==> src/sv/ftt_pkg.sv <==
`default_nettype none
// ----------------------------------------------------------------------------
// ftt_pkg
// Shared types and constants of the forward timeout tracker.
// ----------------------------------------------------------------------------
package ftt_pkg;

  localparam int NODE_W    = 8;
  localparam int PAYLOAD_W = 16;
  localparam int TIME_W    = 32;
  localparam int SLOT_W    = 3;
  localparam int KIND_W    = 4;

  localparam int QUEUE_DEPTH = 4;
  localparam int QPTR_W      = 2;

  localparam logic [NODE_W-1:0] PARENT_RESET  = 8'd2;
  localparam logic [TIME_W-1:0] TIMEOUT_RESET = 32'd1000;
  localparam logic [TIME_W-1:0] T_MAX         = 32'hFFFF_FFFF;

  // configuration register indexes
  localparam logic [0:0] REG_PARENT_NODE = 1'b0;
  localparam logic [0:0] REG_TIMEOUT_MS  = 1'b1;

  typedef enum logic [KIND_W-1:0] {
    KIND_IGNORED = 4'd0,
    KIND_STORED  = 4'd1,
    KIND_FULL    = 4'd2,
    KIND_CLEARED = 4'd3,
    KIND_LATE    = 4'd4,
    KIND_UNKNOWN = 4'd5,
    KIND_EXPIRED = 4'd6,
    KIND_WAITING = 4'd7,
    KIND_NONE    = 4'd8
  } kind_t;

  typedef enum logic [2:0] {
    S_IDLE,
    S_TIME,
    S_SCAN,
    S_NONE,
    S_STORE,
    S_FIND,
    S_MATCH,
    S_IGNORE
  } state_t;

  // classified input transaction
  typedef struct packed {
    logic                 is_tick;
    logic                 to_parent;
    logic                 from_parent;
    logic [PAYLOAD_W-1:0] payload;
    logic [TIME_W-1:0]    elapsed;
  } item_t;

  typedef struct packed {
    kind_t                kind;
    logic [SLOT_W-1:0]    slot;
    logic [PAYLOAD_W-1:0] payload;
    logic [TIME_W-1:0]    remaining;
    logic                 last;
  } result_t;

  typedef struct packed {
    logic empty;
    logic full;
  } q_status_t;

endpackage : ftt_pkg
`default_nettype wire

==> src/sv/forward_timeout_tracker_core.sv <==
`default_nettype none
// ----------------------------------------------------------------------------
// forward_timeout_tracker_core
// Checks that messages sent to a parent node are forwarded in time.
// ----------------------------------------------------------------------------
// Messages to the parent take a free slot with a saturated deadline; messages
// from the parent are matched by payload against occupied slots; a tick
// advances time and reports on each occupied slot, freeing expired ones.
// Items enter a four-deep queue and a back-end sequencer runs them one at a
// time: a message is ignored, stored, matched, or stored then matched; a tick
// advances time, then scans slots from slot zero up to the highest occupied
// one, or reports none when no slot is occupied. The back end visits one slot
// per cycle while the output is not stalled. Results leave through an output
// register, so a stalled output holds only the back end while the queue keeps
// accepting input until it is full. ENTRIES ranges 1 to 8.
module forward_timeout_tracker_core #(
  parameter int ENTRIES = 8
) (
  input  wire logic        clk,
  input  wire logic        rst,
  input  wire logic        s_axis_tvalid,
  output logic             s_axis_tready,
  input  wire logic [63:0] s_axis_tdata,  // src_node, dst_node, payload, elapsed_ms
  input  wire logic [0:0]  s_axis_tuser,  // cmd
  output logic             m_axis_tvalid,
  input  wire logic        m_axis_tready,
  output logic [55:0]      m_axis_tdata,  // slot, entry_payload, remaining_ms, zero fill
  output logic [3:0]       m_axis_tuser,  // kind
  output logic             m_axis_tlast,
  input  wire logic        cfg_wr_en,
  input  wire logic [0:0]  cfg_index,
  input  wire logic [31:0] cfg_data
);
  import ftt_pkg::*;

  logic [NODE_W-1:0] parent_node;
  logic [TIME_W-1:0] timeout_ms;
  q_status_t         q_status;
  logic              push;
  item_t             push_item;
  logic              pop;
  item_t             head;
  result_t           out_res;

  always_ff @(posedge clk) begin
    if (rst) begin
      parent_node <= PARENT_RESET;
      timeout_ms  <= TIMEOUT_RESET;
    end else if (cfg_wr_en) begin
      unique case (cfg_index)
        REG_PARENT_NODE: parent_node <= cfg_data[NODE_W-1:0];
        REG_TIMEOUT_MS:  timeout_ms  <= cfg_data;
        default: ;
      endcase
    end
  end

  ftt_front u_front (
    .s_tvalid    (s_axis_tvalid),
    .s_tready    (s_axis_tready),
    .s_tdata     (s_axis_tdata),
    .s_tuser     (s_axis_tuser),
    .parent_node (parent_node),
    .q_status    (q_status),
    .push        (push),
    .push_item   (push_item)
  );

  ftt_queue u_queue (
    .clk       (clk),
    .rst       (rst),
    .push      (push),
    .push_item (push_item),
    .pop       (pop),
    .head      (head),
    .status    (q_status)
  );

  ftt_back #(
    .ENTRIES (ENTRIES)
  ) u_back (
    .clk        (clk),
    .rst        (rst),
    .timeout_ms (timeout_ms),
    .head       (head),
    .q_status   (q_status),
    .pop        (pop),
    .out_valid  (m_axis_tvalid),
    .out_ready  (m_axis_tready),
    .out_res    (out_res)
  );

  assign m_axis_tuser = out_res.kind;
  assign m_axis_tlast = out_res.last;
  assign m_axis_tdata = {5'd0, out_res.remaining, out_res.payload, out_res.slot};

  // back end only takes an item the queue actually holds
  a_pop_nonempty: assert property (@(posedge clk) disable iff (rst)
    pop |-> !q_status.empty)
    else $error("pop from empty queue");

  // kinds without a slot report slot zero
  a_slot_zero: assert property (@(posedge clk) disable iff (rst)
    m_axis_tvalid && (m_axis_tuser == KIND_IGNORED || m_axis_tuser == KIND_FULL ||
                      m_axis_tuser == KIND_UNKNOWN || m_axis_tuser == KIND_NONE)
    |-> (m_axis_tdata[2:0] == '0))
    else $error("slot set on slotless result");

  // remaining time only on waiting results
  a_remaining: assert property (@(posedge clk) disable iff (rst)
    m_axis_tvalid && (m_axis_tuser != KIND_WAITING) |-> (m_axis_tdata[50:19] == '0))
    else $error("remaining time on non-waiting result");

endmodule : forward_timeout_tracker_core
`default_nettype wire

==> src/sv/ftt_front.sv <==
`default_nettype none
// ----------------------------------------------------------------------------
// ftt_front
// Input side: takes stream transactions and classifies them against the
// parent node before they enter the queue.
// ----------------------------------------------------------------------------
module ftt_front (
  input  wire logic                      s_tvalid,
  output logic                           s_tready,
  input  wire logic [63:0]               s_tdata,
  input  wire logic [0:0]                s_tuser,
  input  wire logic [ftt_pkg::NODE_W-1:0] parent_node,
  input  wire ftt_pkg::q_status_t        q_status,
  output logic                           push,
  output ftt_pkg::item_t                 push_item
);
  import ftt_pkg::*;

  logic [NODE_W-1:0] src_node;
  logic [NODE_W-1:0] dst_node;

  assign src_node = s_tdata[7:0];
  assign dst_node = s_tdata[15:8];

  assign s_tready = !q_status.full;
  assign push     = s_tvalid && !q_status.full;

  always_comb begin
    push_item.is_tick     = s_tuser[0];
    push_item.to_parent   = !s_tuser[0] && (dst_node == parent_node);
    push_item.from_parent = !s_tuser[0] && (src_node == parent_node);
    push_item.payload     = s_tdata[31:16];
    push_item.elapsed     = s_tdata[63:32];
  end

endmodule : ftt_front
`default_nettype wire

==> src/sv/ftt_queue.sv <==
`default_nettype none
// ----------------------------------------------------------------------------
// ftt_queue
// Short first-in first-out queue of classified items between the front and
// the back end.
// ----------------------------------------------------------------------------
module ftt_queue (
  input  wire logic           clk,
  input  wire logic           rst,
  input  wire logic           push,
  input  wire ftt_pkg::item_t push_item,
  input  wire logic           pop,
  output ftt_pkg::item_t      head,
  output ftt_pkg::q_status_t  status
);
  import ftt_pkg::*;

  item_t              entries [QUEUE_DEPTH];
  logic [QPTR_W-1:0]  wr_ptr;
  logic [QPTR_W-1:0]  rd_ptr;
  logic [QPTR_W:0]    count;

  assign head         = entries[rd_ptr];
  assign status.empty = (count == '0);
  assign status.full  = (count == (QPTR_W+1)'(QUEUE_DEPTH));

  always_ff @(posedge clk) begin
    if (push) begin
      entries[wr_ptr] <= push_item;
    end
  end

  always_ff @(posedge clk) begin
    if (rst) begin
      wr_ptr <= '0;
      rd_ptr <= '0;
      count  <= '0;
    end else begin
      if (push) begin
        wr_ptr <= wr_ptr + 1'b1;
      end
      if (pop) begin
        rd_ptr <= rd_ptr + 1'b1;
      end
      if (push && !pop) begin
        count <= count + 1'b1;
      end else if (pop && !push) begin
        count <= count - 1'b1;
      end
    end
  end

endmodule : ftt_queue
`default_nettype wire

==> src/sv/ftt_back.sv <==
`default_nettype none
// ----------------------------------------------------------------------------
// ftt_back
// Back end: holds the slot table and the current time, carries out one item
// at a time and drives the registered result stream.
// ----------------------------------------------------------------------------
module ftt_back #(
  parameter int ENTRIES = 8
) (
  input  wire logic                        clk,
  input  wire logic                        rst,
  input  wire logic [ftt_pkg::TIME_W-1:0]  timeout_ms,
  input  wire ftt_pkg::item_t              head,
  input  wire ftt_pkg::q_status_t          q_status,
  output logic                             pop,
  output logic                             out_valid,
  input  wire logic                        out_ready,
  output ftt_pkg::result_t                 out_res
);
  import ftt_pkg::*;

  localparam int IDX_W = (ENTRIES > 1) ? $clog2(ENTRIES) : 1;

  state_t               state;
  state_t               state_next;
  item_t                item;
  logic [TIME_W-1:0]    current_time;
  logic [ENTRIES-1:0]   slot_valid;
  logic [PAYLOAD_W-1:0] slot_payload  [ENTRIES];
  logic [TIME_W-1:0]    slot_deadline [ENTRIES];
  logic [IDX_W-1:0]     idx;
  logic [IDX_W-1:0]     idx_next;
  logic                 hit_found;

  logic                 out_free;
  logic                 out_load;
  result_t              res;
  logic                 time_en;
  logic                 store_en;
  logic                 clear_en;
  logic                 find_en;

  logic [IDX_W-1:0]     free_idx;
  logic                 free_any;
  logic [IDX_W-1:0]     hit_idx;
  logic                 hit_any;
  logic                 more_above;
  logic                 last_idx;
  logic [TIME_W:0]      time_sum;
  logic [TIME_W:0]      dl_sum;
  logic [TIME_W-1:0]    new_time;
  logic [TIME_W-1:0]    new_deadline;
  logic [TIME_W-1:0]    idx_deadline;

  assign out_free = !out_valid || out_ready;

  assign time_sum     = {1'b0, current_time} + {1'b0, item.elapsed};
  assign new_time     = time_sum[TIME_W] ? T_MAX : time_sum[TIME_W-1:0];
  assign dl_sum       = {1'b0, current_time} + {1'b0, timeout_ms};
  assign new_deadline = dl_sum[TIME_W] ? T_MAX : dl_sum[TIME_W-1:0];
  assign idx_deadline = slot_deadline[idx];
  assign last_idx     = (idx == IDX_W'(ENTRIES - 1));

  // lowest free slot and lowest valid slot whose payload matches
  always_comb begin
    free_idx   = '0;
    hit_idx    = '0;
    more_above = 1'b0;
    for (int j = ENTRIES - 1; j >= 0; j--) begin
      if (!slot_valid[j]) begin
        free_idx = IDX_W'(j);
      end
      if (slot_valid[j] && (slot_payload[j] == item.payload)) begin
        hit_idx = IDX_W'(j);
      end
      if (slot_valid[j] && (IDX_W'(j) > idx)) begin
        more_above = 1'b1;
      end
    end
  end

  assign free_any = !(&slot_valid);

  always_comb begin
    hit_any = 1'b0;
    for (int j = 0; j < ENTRIES; j++) begin
      if (slot_valid[j] && (slot_payload[j] == item.payload)) begin
        hit_any = 1'b1;
      end
    end
  end

  always_ff @(posedge clk) begin
    if (rst) begin
      state <= S_IDLE;
    end else begin
      state <= state_next;
    end
  end

  always_comb begin
    state_next    = state;
    idx_next      = idx;
    pop           = 1'b0;
    out_load      = 1'b0;
    time_en       = 1'b0;
    store_en      = 1'b0;
    clear_en      = 1'b0;
    find_en       = 1'b0;
    res.kind      = KIND_IGNORED;
    res.slot      = '0;
    res.payload   = item.payload;
    res.remaining = '0;
    res.last      = 1'b1;
    unique case (state)
      S_IDLE: begin
        if (!q_status.empty) begin
          pop = 1'b1;
          priority if (head.is_tick) begin
            state_next = S_TIME;
          end else if (head.to_parent) begin
            state_next = S_STORE;
          end else if (head.from_parent) begin
            state_next = S_FIND;
          end else begin
            state_next = S_IGNORE;
          end
        end
      end
      S_TIME: begin
        time_en    = 1'b1;
        idx_next   = '0;
        state_next = (|slot_valid) ? S_SCAN : S_NONE;
      end
      S_SCAN: begin
        if (!slot_valid[idx]) begin
          if (last_idx || !more_above) begin
            state_next = S_IDLE;
          end else begin
            idx_next = idx + 1'b1;
          end
        end else if (out_free) begin
          out_load    = 1'b1;
          res.slot    = SLOT_W'(idx);
          res.payload = slot_payload[idx];
          res.last    = !more_above;
          // current_time already holds the advanced value here
          if (idx_deadline <= current_time) begin
            res.kind = KIND_EXPIRED;
            clear_en = 1'b1;
          end else begin
            res.kind      = KIND_WAITING;
            res.remaining = idx_deadline - current_time;
          end
          if (!more_above) begin
            state_next = S_IDLE;
          end else begin
            idx_next = idx + 1'b1;
          end
        end
      end
      S_NONE: begin
        if (out_free) begin
          out_load    = 1'b1;
          res.kind    = KIND_NONE;
          res.payload = '0;
          state_next  = S_IDLE;
        end
      end
      S_STORE: begin
        if (out_free) begin
          out_load = 1'b1;
          res.last = !item.from_parent;
          if (free_any) begin
            store_en = 1'b1;
            res.kind = KIND_STORED;
            res.slot = SLOT_W'(free_idx);
          end else begin
            res.kind = KIND_FULL;
          end
          state_next = item.from_parent ? S_FIND : S_IDLE;
        end
      end
      S_FIND: begin
        // sees the slot that a store in S_STORE has just written
        find_en    = 1'b1;
        idx_next   = hit_idx;
        state_next = S_MATCH;
      end
      S_MATCH: begin
        if (out_free) begin
          out_load   = 1'b1;
          state_next = S_IDLE;
          if (!hit_found) begin
            res.kind = KIND_UNKNOWN;
          end else if (idx_deadline < current_time) begin
            res.kind = KIND_LATE;
            res.slot = SLOT_W'(idx);
          end else begin
            res.kind = KIND_CLEARED;
            res.slot = SLOT_W'(idx);
            clear_en = 1'b1;
          end
        end
      end
      S_IGNORE: begin
        if (out_free) begin
          out_load   = 1'b1;
          state_next = S_IDLE;
        end
      end
      default: begin
        state_next = S_IDLE;
      end
    endcase
  end

  always_ff @(posedge clk) begin
    if (pop) begin
      item <= head;
    end
    if (find_en) begin
      hit_found <= hit_any;
    end
    idx <= idx_next;
    if (store_en) begin
      slot_payload[free_idx]  <= item.payload;
      slot_deadline[free_idx] <= new_deadline;
    end
    if (out_load) begin
      out_res <= res;
    end
  end

  always_ff @(posedge clk) begin
    if (rst) begin
      current_time <= '0;
      slot_valid   <= '0;
      out_valid    <= 1'b0;
    end else begin
      if (time_en) begin
        current_time <= new_time;
      end
      if (store_en) begin
        slot_valid[free_idx] <= 1'b1;
      end
      if (clear_en) begin
        slot_valid[idx] <= 1'b0;
      end
      if (out_load) begin
        out_valid <= 1'b1;
      end else if (out_ready) begin
        out_valid <= 1'b0;
      end
    end
  end

endmodule : ftt_back
`default_nettype wire

==> config.mk <==
export PLATFORM = sky130hd
export DESIGN_NAME = forward_timeout_tracker_core
export DESIGN_NICKNAME = d
export VERILOG_FILES = /design/src/sv/ftt_pkg.sv /design/src/sv/forward_timeout_tracker_core.sv /design/src/sv/ftt_front.sv /design/src/sv/ftt_queue.sv /design/src/sv/ftt_back.sv
export SDC_FILE = /design/constraint.sdc
export NUM_CORES = 1
export LEC_CHECK = 0
export ABC_CLOCK_PERIOD_IN_PS = 8100
export BUFFER_PORTS_ARGS = -buffer_cell sky130_fd_sc_hd__buf_2
export CAP_MARGIN = 20
export CORE_ASPECT_RATIO = 1.2
export CORE_UTILIZATION = 45
export CTS_CLUSTER_DIAMETER = 80
export CTS_CLUSTER_SIZE = 30
export DETAILED_ROUTE_END_ITERATION = 10
export PLACE_DENSITY = 0.66
export SLEW_MARGIN = 5
export SYNTH_ARGS = -nofsm -noshare
export SYNTH_HDL_FRONTEND = slang
export SYNTH_SLANG_ARGS = --single-unit
==> constraint.sdc <==
create_clock -name clk -period 8.1 [get_ports clk]
set_input_delay 1.62 -clock clk [delete_from_list [all_inputs] [get_ports clk]]
set_output_delay 1.62 -clock clk [all_outputs]
set_load 0.01 [all_outputs]
=== After elaboration in Yosys (flattened, before gate mapping) ===
Memory sizes are Yosys's and may differ from the RTL's. A register that Yosys moved wholly into a read port is not among the register bits.
Cells that the tools add are included.

* Register bits after elaboration: 200
* Bits in writable memories: 588
* Input bits: 103
* Output and inout bits: 63
* Word-level logic and storage cells: 226
* Memories kept: 3

{| class="wikitable"
|+ Memories
! memory !! depth !! bits a word !! read ports !! clocked after Yosys merged registers in !! write ports !! line !! text
|-
| u_back.slot_deadline || 8 || 32 || 1 || 1 || 1 || ftt_back.sv:30 || <nowiki>logic [TIME_W-1:0] slot_deadline [ENTRIES];</nowiki>
|-
| u_queue.entries || 4 || 51 || 1 || 1 || 1 || ftt_queue.sv:18 || <nowiki>item_t entries [QUEUE_DEPTH];</nowiki>
|-
| u_back.slot_payload || 8 || 16 || 9 || 1 || 1 || ftt_back.sv:29 || <nowiki>logic [PAYLOAD_W-1:0] slot_payload [ENTRIES];</nowiki>
|}

* Add/sub/neg operators: 8
* $lt $le $gt $ge: 14
* Eq/ne operators: 27
* Mux-type cells: 101
* Bitwise logic cells: 7
* Reductions and logical operators: 47

{| class="wikitable"
|+ Operator list
! operator !! count
|-
| $eq A16 B16 Y1 || 8
|-
| $mux W56 || 2
|-
| $mux W3 || 36
|-
| $mux W32 || 3
|-
| $add A32 B32 Y33 || 2
|-
| $mux W1 || 36
|-
| $le A32 B32 Y1 || 1
|-
| $lt A32 B32 Y1 || 1
|-
| $pmux W16 S2 || 1
|-
| $sub A32 B32 Y32 || 1
|-
| $mux W8 || 3
|-
| $logic_and A1 B1 Y1 || 23
|-
| $eq A3 B3 Y1 const B || 6
|-
| $pmux W3 S3 || 2
|-
| $pmux W3 S6 || 1
|-
| $eq A8 B8 Y1 || 2
|-
| $mux W16 || 1
|-
| $pmux W4 S4 || 1
|-
| $gt A3 B3 Y1 const A || 4
|-
| $ne A3 B2 Y1 const B || 3
|-
| $and A8 B8 Y8 || 1
|-
| $lt A3 B4 Y1 const B || 2
|-
| $mux W2 || 4
|-
| $mux W4 || 2
|-
| other kinds (34) || 58
|}

=== Longest topological paths before layout ===
Gate-level depths: netlist (run 1).

* Depth after elaboration: 17
* Depth in mapped cells: 17
* Gate-level depth less buffers: 13

=== By module ===
Synthesis (run 1) repeated with hierarchy kept, for this count alone.

* Cells, all modules: 2494
* Area, all modules: 37008.0 um^2

{| class="wikitable"
|+ By module, submodules not included
! module !! instances !! cells each !! area each (um^2) !! sequential area each (um^2)
|-
| ftt_back || 1 || 1933 || 26735.6 || 15745.1
|-
| ftt_queue || 1 || 311 || 7847.5 || 6306.0
|-
| forward_timeout_tracker_core || 1 || 177 || 1859.3 || 800.8
|-
| ftt_front || 1 || 73 || 565.5 || 0.0
|}

=== Least setup slack after synthesis (run 1) ===
No wires, ideal clock.

* Kind: input to register
* From: input m_axis_tready
* To: memory u_back.slot_deadline[3][0] (enable)
* Data arrival time: 5773 ps
* Data required time: 7575 ps
* Slack: 1801 ps
* Cell stages on the path: 4
* Path buffers: 0
* Cells stage by stage: nor2b_1 nor3_1 nand3_1 nor3b_1

* Longest elaborated chain between the ends: 5

{| class="wikitable"
|+ RTL lines
! item !! line !! text
|-
| start: declaration || forward_timeout_tracker_core.sv:26 || <nowiki>input wire logic m_axis_tready,</nowiki>
|-
| $logic_or A1 B1 Y1 || ftt_back.sv:55 || <nowiki>assign out_free = !out_valid || out_ready;</nowiki>
|-
| $mux W1 || ftt_back.sv:171 || <nowiki>if (out_free) begin</nowiki>
|-
| $mux W1 || ftt_back.sv:115 || <nowiki>unique case (state)</nowiki>
|-
| $mux W1 || ftt_back.sv:226 || <nowiki>if (store_en) begin</nowiki>
|-
| $mux W1 (implied by the code) || ftt_back.sv:228 || <nowiki>slot_deadline[free_idx] <= new_deadline;</nowiki>
|-
| end: declaration || ftt_back.sv:30 ||
|}

No other way between the ends.

==> out/metrics.yaml, run 1 <==
routing:
  firstDrtPassIters: 6
  totalWireLength_um: 87600
  vias: 21500
  viasPerCell: 5.80
  drt_iter0_markers: 1827
  wl_per_cell_um: 23.6
  drc: 0
  ant_nets: 0
yosys:
  synthFlopType: "edfxtp_1"
  ys_seq_area_share_pct: 62.4
  ys_ff_latch: 793
  yosys.area.top_type: "edfxtp_1"
  yosys_warnings: 0
  syn_area_sq_um: 36600
  synth.area.top_cells: "edfxtp_1 (57%), mux4_2 (9.2%), dfxtp_1 (5.3%)"
  yosys.area.top_type_share_pct: 57.2
  synth_edf_count: 697
  ys_types: 88
  postSynth.asyncResetShare_pct: 0
  synth.avg_cell_area_sq_um: 14.6
  syn_inst: 2511
flow_run:
  maxCapViolCount: 0
cts:
  clk_latency_ns: 0.60
  clk_pin_slew_ns: 0.10
  cts_tree: "done"
  root_buffer: "clkbuf_16"
  cts_hold_buf: 0
  cts_buffers: 38
  clock_path_buffers: 3
  cts_setup_buffers: 0
  clkSinkCount: 793
  htreeDepth: 2
  cts_resized: 0
power:
  cellPowerDensity_nw_per_um2: 385
  power.leakage_uw: 0.0136
  max-vdd-ir-drop_mv: 0.228
  finalPower_uw: 15400
setup_path:
  worstPathMaxFanout: 49
  cp.required_ns: 8.54
  crit_arrival_ns: 5.83
  timing_worst_setup_path_type: "reg -> reg"
  reg2reg_to: "u_back.out_res[3]$_SDFFCE_PP0P_"
  startpoint_type: "flop"
  rr_worst_depth: 13
  endpoint_kind: "flop"
  r2r_slack_ns: 2.71
worst_hold_path:
  holdPathEnd: "timeout_ms[0]$_SDFFE_PP0P_"
  hold_path_class: "reg -> reg"
  hold_depth: 2
  hp-start: "timeout_ms[0]$_SDFFE_PP0P_"
timing:
  relSlewSlack_pct: 31.9
  fmax_mhz: 186
  timing.final.crit_period_ns: 5.39
  worst_slew_pin_slew_ns: 1.02
  finalCritPeriodShare_pct: 66.5
  fin_tns_setup_ns: 0
  final_max_slew_viol_count: 0
  rsz0062_at_grt: "no"
  finalSetupViolCount: 0
  hold_violations: 0
  finClkSkew_ns: 0.0418
floorplanning:
  die-area_sq_um: 82500
  die_h_um: 314
  rows: 114
  initial_core_util_pct: 45.4
  io_pins: 166
  die_w_um: 262
  core_sq_um: 80600
global_routing:
  grt_max_degree: 91
  grt_pass1_wl_um: 132000
  grt_pass1_vias: 21800
  grt_overflow: 0
  gr-usage-all-layers_pct: 21.1
  grt_antenna_before_repair: 3
place:
  dp_hpwl_um: 60600
  io_buffers: 160
  gp_congestion: 0.952
status:
  status: "completed"
final_layout:
  nets: 2842
  drive_gt1_share_pct: 19.7
  syn_to_final_growth_pct: 9.23
  utilization_pct: 49.6
==> layout make-up <==
type	count	area (sq um)
fillers	6802	40600
flip-flops and latches	793	22900
multi-input cells	1529	13000
well taps	1044	1310
repair buffers	197	1120
clock buffers	48	1030
clock inverters	21	345
inverters	72	270
diodes	2	5.00
==> worst max path at each step <==
stage	end	start
floorplan	u_back.slot_deadline[3][0]$_DFFE_PP_	m_axis_tready
global placement	u_back.out_res[7]$_SDFFCE_PP0P_	flop
detailed placement	u_back.out_res[3]$_SDFFCE_PP0P_	flop
CTS	u_back.out_res[3]$_SDFFCE_PP0P_	flop
global route	u_back.out_res[7]$_SDFFCE_PP0P_	flop
finish	u_back.out_res[3]$_SDFFCE_PP0P_	flop
==> synthesized netlist by cell type, types with 10 or more instances <==
library cell  count
xor2_1           55
nor3_1           34
a211oi_2         29
mux2_2           33
nor2_1          149
nand3_1          55
buf_2            21
and3_1           15
xnor2_1         170
clkbuf_1         78
o21bai_1         15
inv_1            71
a211oi_1         12
ha_1            104
o21ai_0          64
mux2i_1          20
nand2b_1         20
nor4_1           17
nand4_1          40
buf_1            12
dfxtp_1          96
edfxtp_1        697
a21o_1           52
nand2_1         193
mux4_2          149
nand3b_1         11
nor2b_1          17
a21oi_1         118
a31oi_1          11
o21a_1           10
==> per-stage QoR <==
stage	hold slack (ns)	instance area [sq um]	setup slack [ns]	instances
global route	0.492	40000	2.31	3705
finish	0.470	40000	2.71	3706
global placement	0.455	38500	2.77	3632
floorplan	0.441	36600	1.80	2515
CTS	0.474	39900	2.64	3701
detailed placement	0.461	38500	2.68	3632
==> sequential cells by signal, indices dropped and copies added, names as in the netlist, 2 cells and up, named ones only <==
register              count
u_back.slot_payload     128
u_back.slot_valid         8
u_back.slot_deadline    256
u_back.current_time      32
u_back.idx                3
u_back.state              3
parent_node               8
timeout_ms               32
u_back.out_res           56
u_queue.wr_ptr            2
u_queue.entries         204
u_queue.rd_ptr            2
u_queue.count             3
u_back.item              49
==> cell families (layout without fill, tap and decap cells) <==
kind of cell	Yosys count	count (layout)	synth area share (%)
DFF	793	793	62.4
muxes	203	203	10.8
xor gates and xnor gates	225	225	5.38
buffers and inverters	193	338	2.19
other	1	7	0.0102
AOI/OAI and AO/OA	398	398	7.83
adders and majority gates	108	108	3.77
and+or+nand+nor	590	590	7.59
==> metal layers <==
metal,up-vias,GRT usage (%),wire [um]
met5,-,0,31
met4,4,6.32,2610
met3,138,2.97,5540
met2,768,35.2,42100
met1,10800,28.8,37300
li1,9814,-,-
==> report_power, final <==
group	switching, uW	internal (uW)	total [uW]	leakage, uW
registers	768	5520	6280	0.00716
logic	3920	2770	6690	0.00581
clock network	1340	1100	2440	0.000649
==> worst max-delay path, stage by stage (launching register included) <==
cell and delay, ns:
dfxtp_4 0.99, mux4_2 0.61, mux2_2 0.28, ha_1 0.33, nor2b_4 0.19, o31ai_2 0.09
a21oi_1 0.40, o41ai_4 0.16, o21ai_2 0.31, nand2_1 0.15, a21oi_2 0.51, nand2_1 0.52
buf_4 0.38, nor3_1 0.19
==> cells in the final DEF, fill, tap and decap left out, drive strengths merged, types with 15 or more instances in the layout <==
cell / n
edfxtp: 697
buf: 197
nand2: 193
xnor2: 170
nor2: 152
mux4: 149
a21oi: 121
ha: 104
dfxtp: 96
inv: 80
o21ai: 66
xor2: 55
nand3: 55
a21o: 53
clkbuf: 48
nand4: 41
a211oi: 41
nor3: 34
mux2: 33
mux2i: 21
nand2b: 20
nor2b: 18
nor4: 17
o21bai: 15
and3: 15
No activity file was read; power rests on OpenSTA's default activity.
==> run 2: changes to the inputs <==
--- a/config.mk
+++ b/config.mk
@@ -5,7 +5,7 @@
 export SDC_FILE = /design/constraint.sdc
 export NUM_CORES = 1
 export LEC_CHECK = 0
-export ABC_CLOCK_PERIOD_IN_PS = 8100
+export ABC_CLOCK_PERIOD_IN_PS = 4700
 export BUFFER_PORTS_ARGS = -buffer_cell sky130_fd_sc_hd__buf_2
 export CAP_MARGIN = 20
 export CORE_ASPECT_RATIO = 1.2
@@ -13,7 +13,7 @@
 export CTS_CLUSTER_DIAMETER = 80
 export CTS_CLUSTER_SIZE = 30
 export DETAILED_ROUTE_END_ITERATION = 10
-export PLACE_DENSITY = 0.66
+export PLACE_DENSITY = 0.69
 export SLEW_MARGIN = 5
 export SYNTH_ARGS = -nofsm -noshare
 export SYNTH_HDL_FRONTEND = slang
==> constraint.sdc (replaced) <==
create_clock -name clk -period 4.7 [get_ports clk]
set_input_delay 0.94 -clock clk [delete_from_list [all_inputs] [get_ports clk]]
set_output_delay 0.94 -clock clk [all_outputs]
set_load 0.01 [all_outputs]
==> run 2 against run 1 <==
Compared with the run above:
- via count increased by 0.29%
- count of clock-buffer cells in the layout increased by 4
- critical path depth grew 1
- global-route usage up 0.13 points
==> out/metrics.yaml, run 2 (same netlist as run 1, synthesis figures left out) <==
status:
  status: "completed"
cts:
  root_buffer: "clkbuf_16"
  clk_pin_slew_ns: 0.11
  cts_tree: "done"
  clk_latency_ns: 0.62
  htreeDepth: 2
  cts_buffers: 37
  clock_path_buffers: 3
  clkSinkCount: 793
final_layout:
  mostFrequentLayoutCells: "edfxtp_1 (697), nand2_1 (193), xnor2_1 (170)"
  syn_to_final_growth_pct: 9.45
  largest_reg_flops: 256
  regArea_sq_um: 22900
  regMostFlops: "u_back.slot_deadline"
  nets: 2854
  reg.largest.list: "u_back.slot_deadline (256), u_queue.entries (204), u_back.slot_payload (128)"
  utilization_pct: 49.7
  layout_commonest_cell: "edfxtp_1"
  multi_input_area_sq_um: 13100
  fin_cells: 3718
  drive_gt1_share_pct: 20.0
  fillerInstances: 6706
timing:
  timing.final.crit_period_ns: 4.40
  fmax_mhz: 227
  worst_slew_pin_slew_ns: 0.974
  relSlewSlack_pct: 35.1
  finalCritPeriodShare_pct: 93.7
  final_max_slew_viol_count: 0
  finalSetupViolCount: 0
  finClkSkew_ns: 0.0343
  worst_hold_slack_ns: 0.466
  rsz0062_at_grt: "no"
  fin_tns_setup_ns: 0
  hold_violations: 0
  worst_slack_ns: 0.297
power:
  cellPowerDensity_nw_per_um2: 660
  power.leakage_uw: 0.0137
  max-vdd-ir-drop_mv: 0.348
setup_path:
  endpoint_kind: "flop"
  rr_worst_depth: 14
  cp_num_buf_inv: 1
  cp.required_ns: 5.16
  worstPathMaxFanout: 13
  cpMaxStageDelayCell: "dfxtp_4"
  path_common_cell: "mux2i_1"
  slowest_delay_ns: 0.53
  crit_arrival_ns: 4.86
  startpoint_type: "flop"
  crit_chain: "buf_4, mux4_2, mux2i_1, ha_1, fa_1, nor2b_4, o31ai_2, a21oi_1, o41ai_4, o211a_1, nor3_1, a221o_1, a221oi_2, mux2i_1"
  crit_family: "compound AO/OA/AOI/OAI gates"
  path_depth: 14
  r2r_slack_ns: 0.30
  timing_worst_setup_path_type: "reg -> reg"
floorplanning:
  initial_core_util_pct: 45.4
  core_sq_um: 80600
  die_h_um: 314
  io_pins: 166
  die_w_um: 262
  rows: 114
  die-area_sq_um: 82500
place:
  gp_congestion: 0.919
  dp_slack_ns: 0.176
  dp.cells: 3647
  dp_hpwl_um: 61800
  io_buffers: 160
routing:
  wl_per_cell_um: 23.8
  ant_nets: 0
  drt_iter0_markers: 1983
  viasPerCell: 5.79
  firstDrtPassIters: 5
  vias: 21500
  drc: 0
  totalWireLength_um: 88400
worst_hold_path:
  hold_path_class: "reg -> reg"
  hold_depth: 2
global_routing:
  gr-usage-all-layers_pct: 21.2
  grt_max_degree: 75
  grt_antenna_before_repair: 8
  grt_pass1_wl_um: 132000
  grt_pass1_vias: 21500
  grt_overflow: 0
flow_run:
  maxCapViolCount: 0
## run 2: report_power, final
group | internal, uW | switching, uW | leakage, uW
clock network | 1670 | 2280 | 0.000601
registers | 9500 | 1200 | 0.00716
logic | 4850 | 6950 | 0.00589
total | 16000 | 10400 | 0.0137
## run 2: path summary, 6_finish.rpt
check                                     end                       start
max          u_back.out_res[31]$_SDFFCE_PP0P_                        flop
min reg2reg        timeout_ms[2]$_SDFFE_PP0P_  timeout_ms[2]$_SDFFE_PP0P_
max reg2reg  u_back.out_res[31]$_SDFFCE_PP0P_                        flop
min                timeout_ms[2]$_SDFFE_PP0P_  timeout_ms[2]$_SDFFE_PP0P_
## run 2: worst reg2reg max path, delay by kind of cell (launching register included)
| kind | cells | cell delay (ns) |
|---|---|---|
| AO/OA/AOI/OAI | 6 | 1.84 |
| multiplexers | 3 | 0.94 |
| flip-flops | 1 | 0.53 |
| adder cells (fa/ha/maj) | 2 | 0.48 |
| buffers and inverters | 1 | 0.28 |
| AND/OR/NAND/NOR | 2 | 0.16 |
## run 2: area by class of cell
cell class	count	share of cell area, %
clock inverters	16	0.534
diodes	2	0.0125
well taps	1044	3.26
inverters	72	0.675
clock buffers	52	2.61
flip-flops and latches	793	57.1
multi-input cells	1529	32.6
repair buffers	210	3.20
## run 2: what timing repair did
item	CTS	global route
buffers inserted	0	0
endpoints found under the setup margin	0	10
resized for setup	0	4
hold buffers	0	0
## run 2: layer usage
layer  wire [um]  track usage, %  part of all wire, %
met1       36900            28.0                   42
met2       42500            35.4                   48
met3        6240            4.11                  7.1
met4        2700            6.97                  3.1
met5          57               0                0.064
## run 2: per-stage QoR
step	power (uW)	instance area, sq um
after floorplan	19100	36600
after global placement	22300	38700
after detailed placement	22500	38700
after CTS	26500	40000
after global routing	27900	40100
final	26400	40100
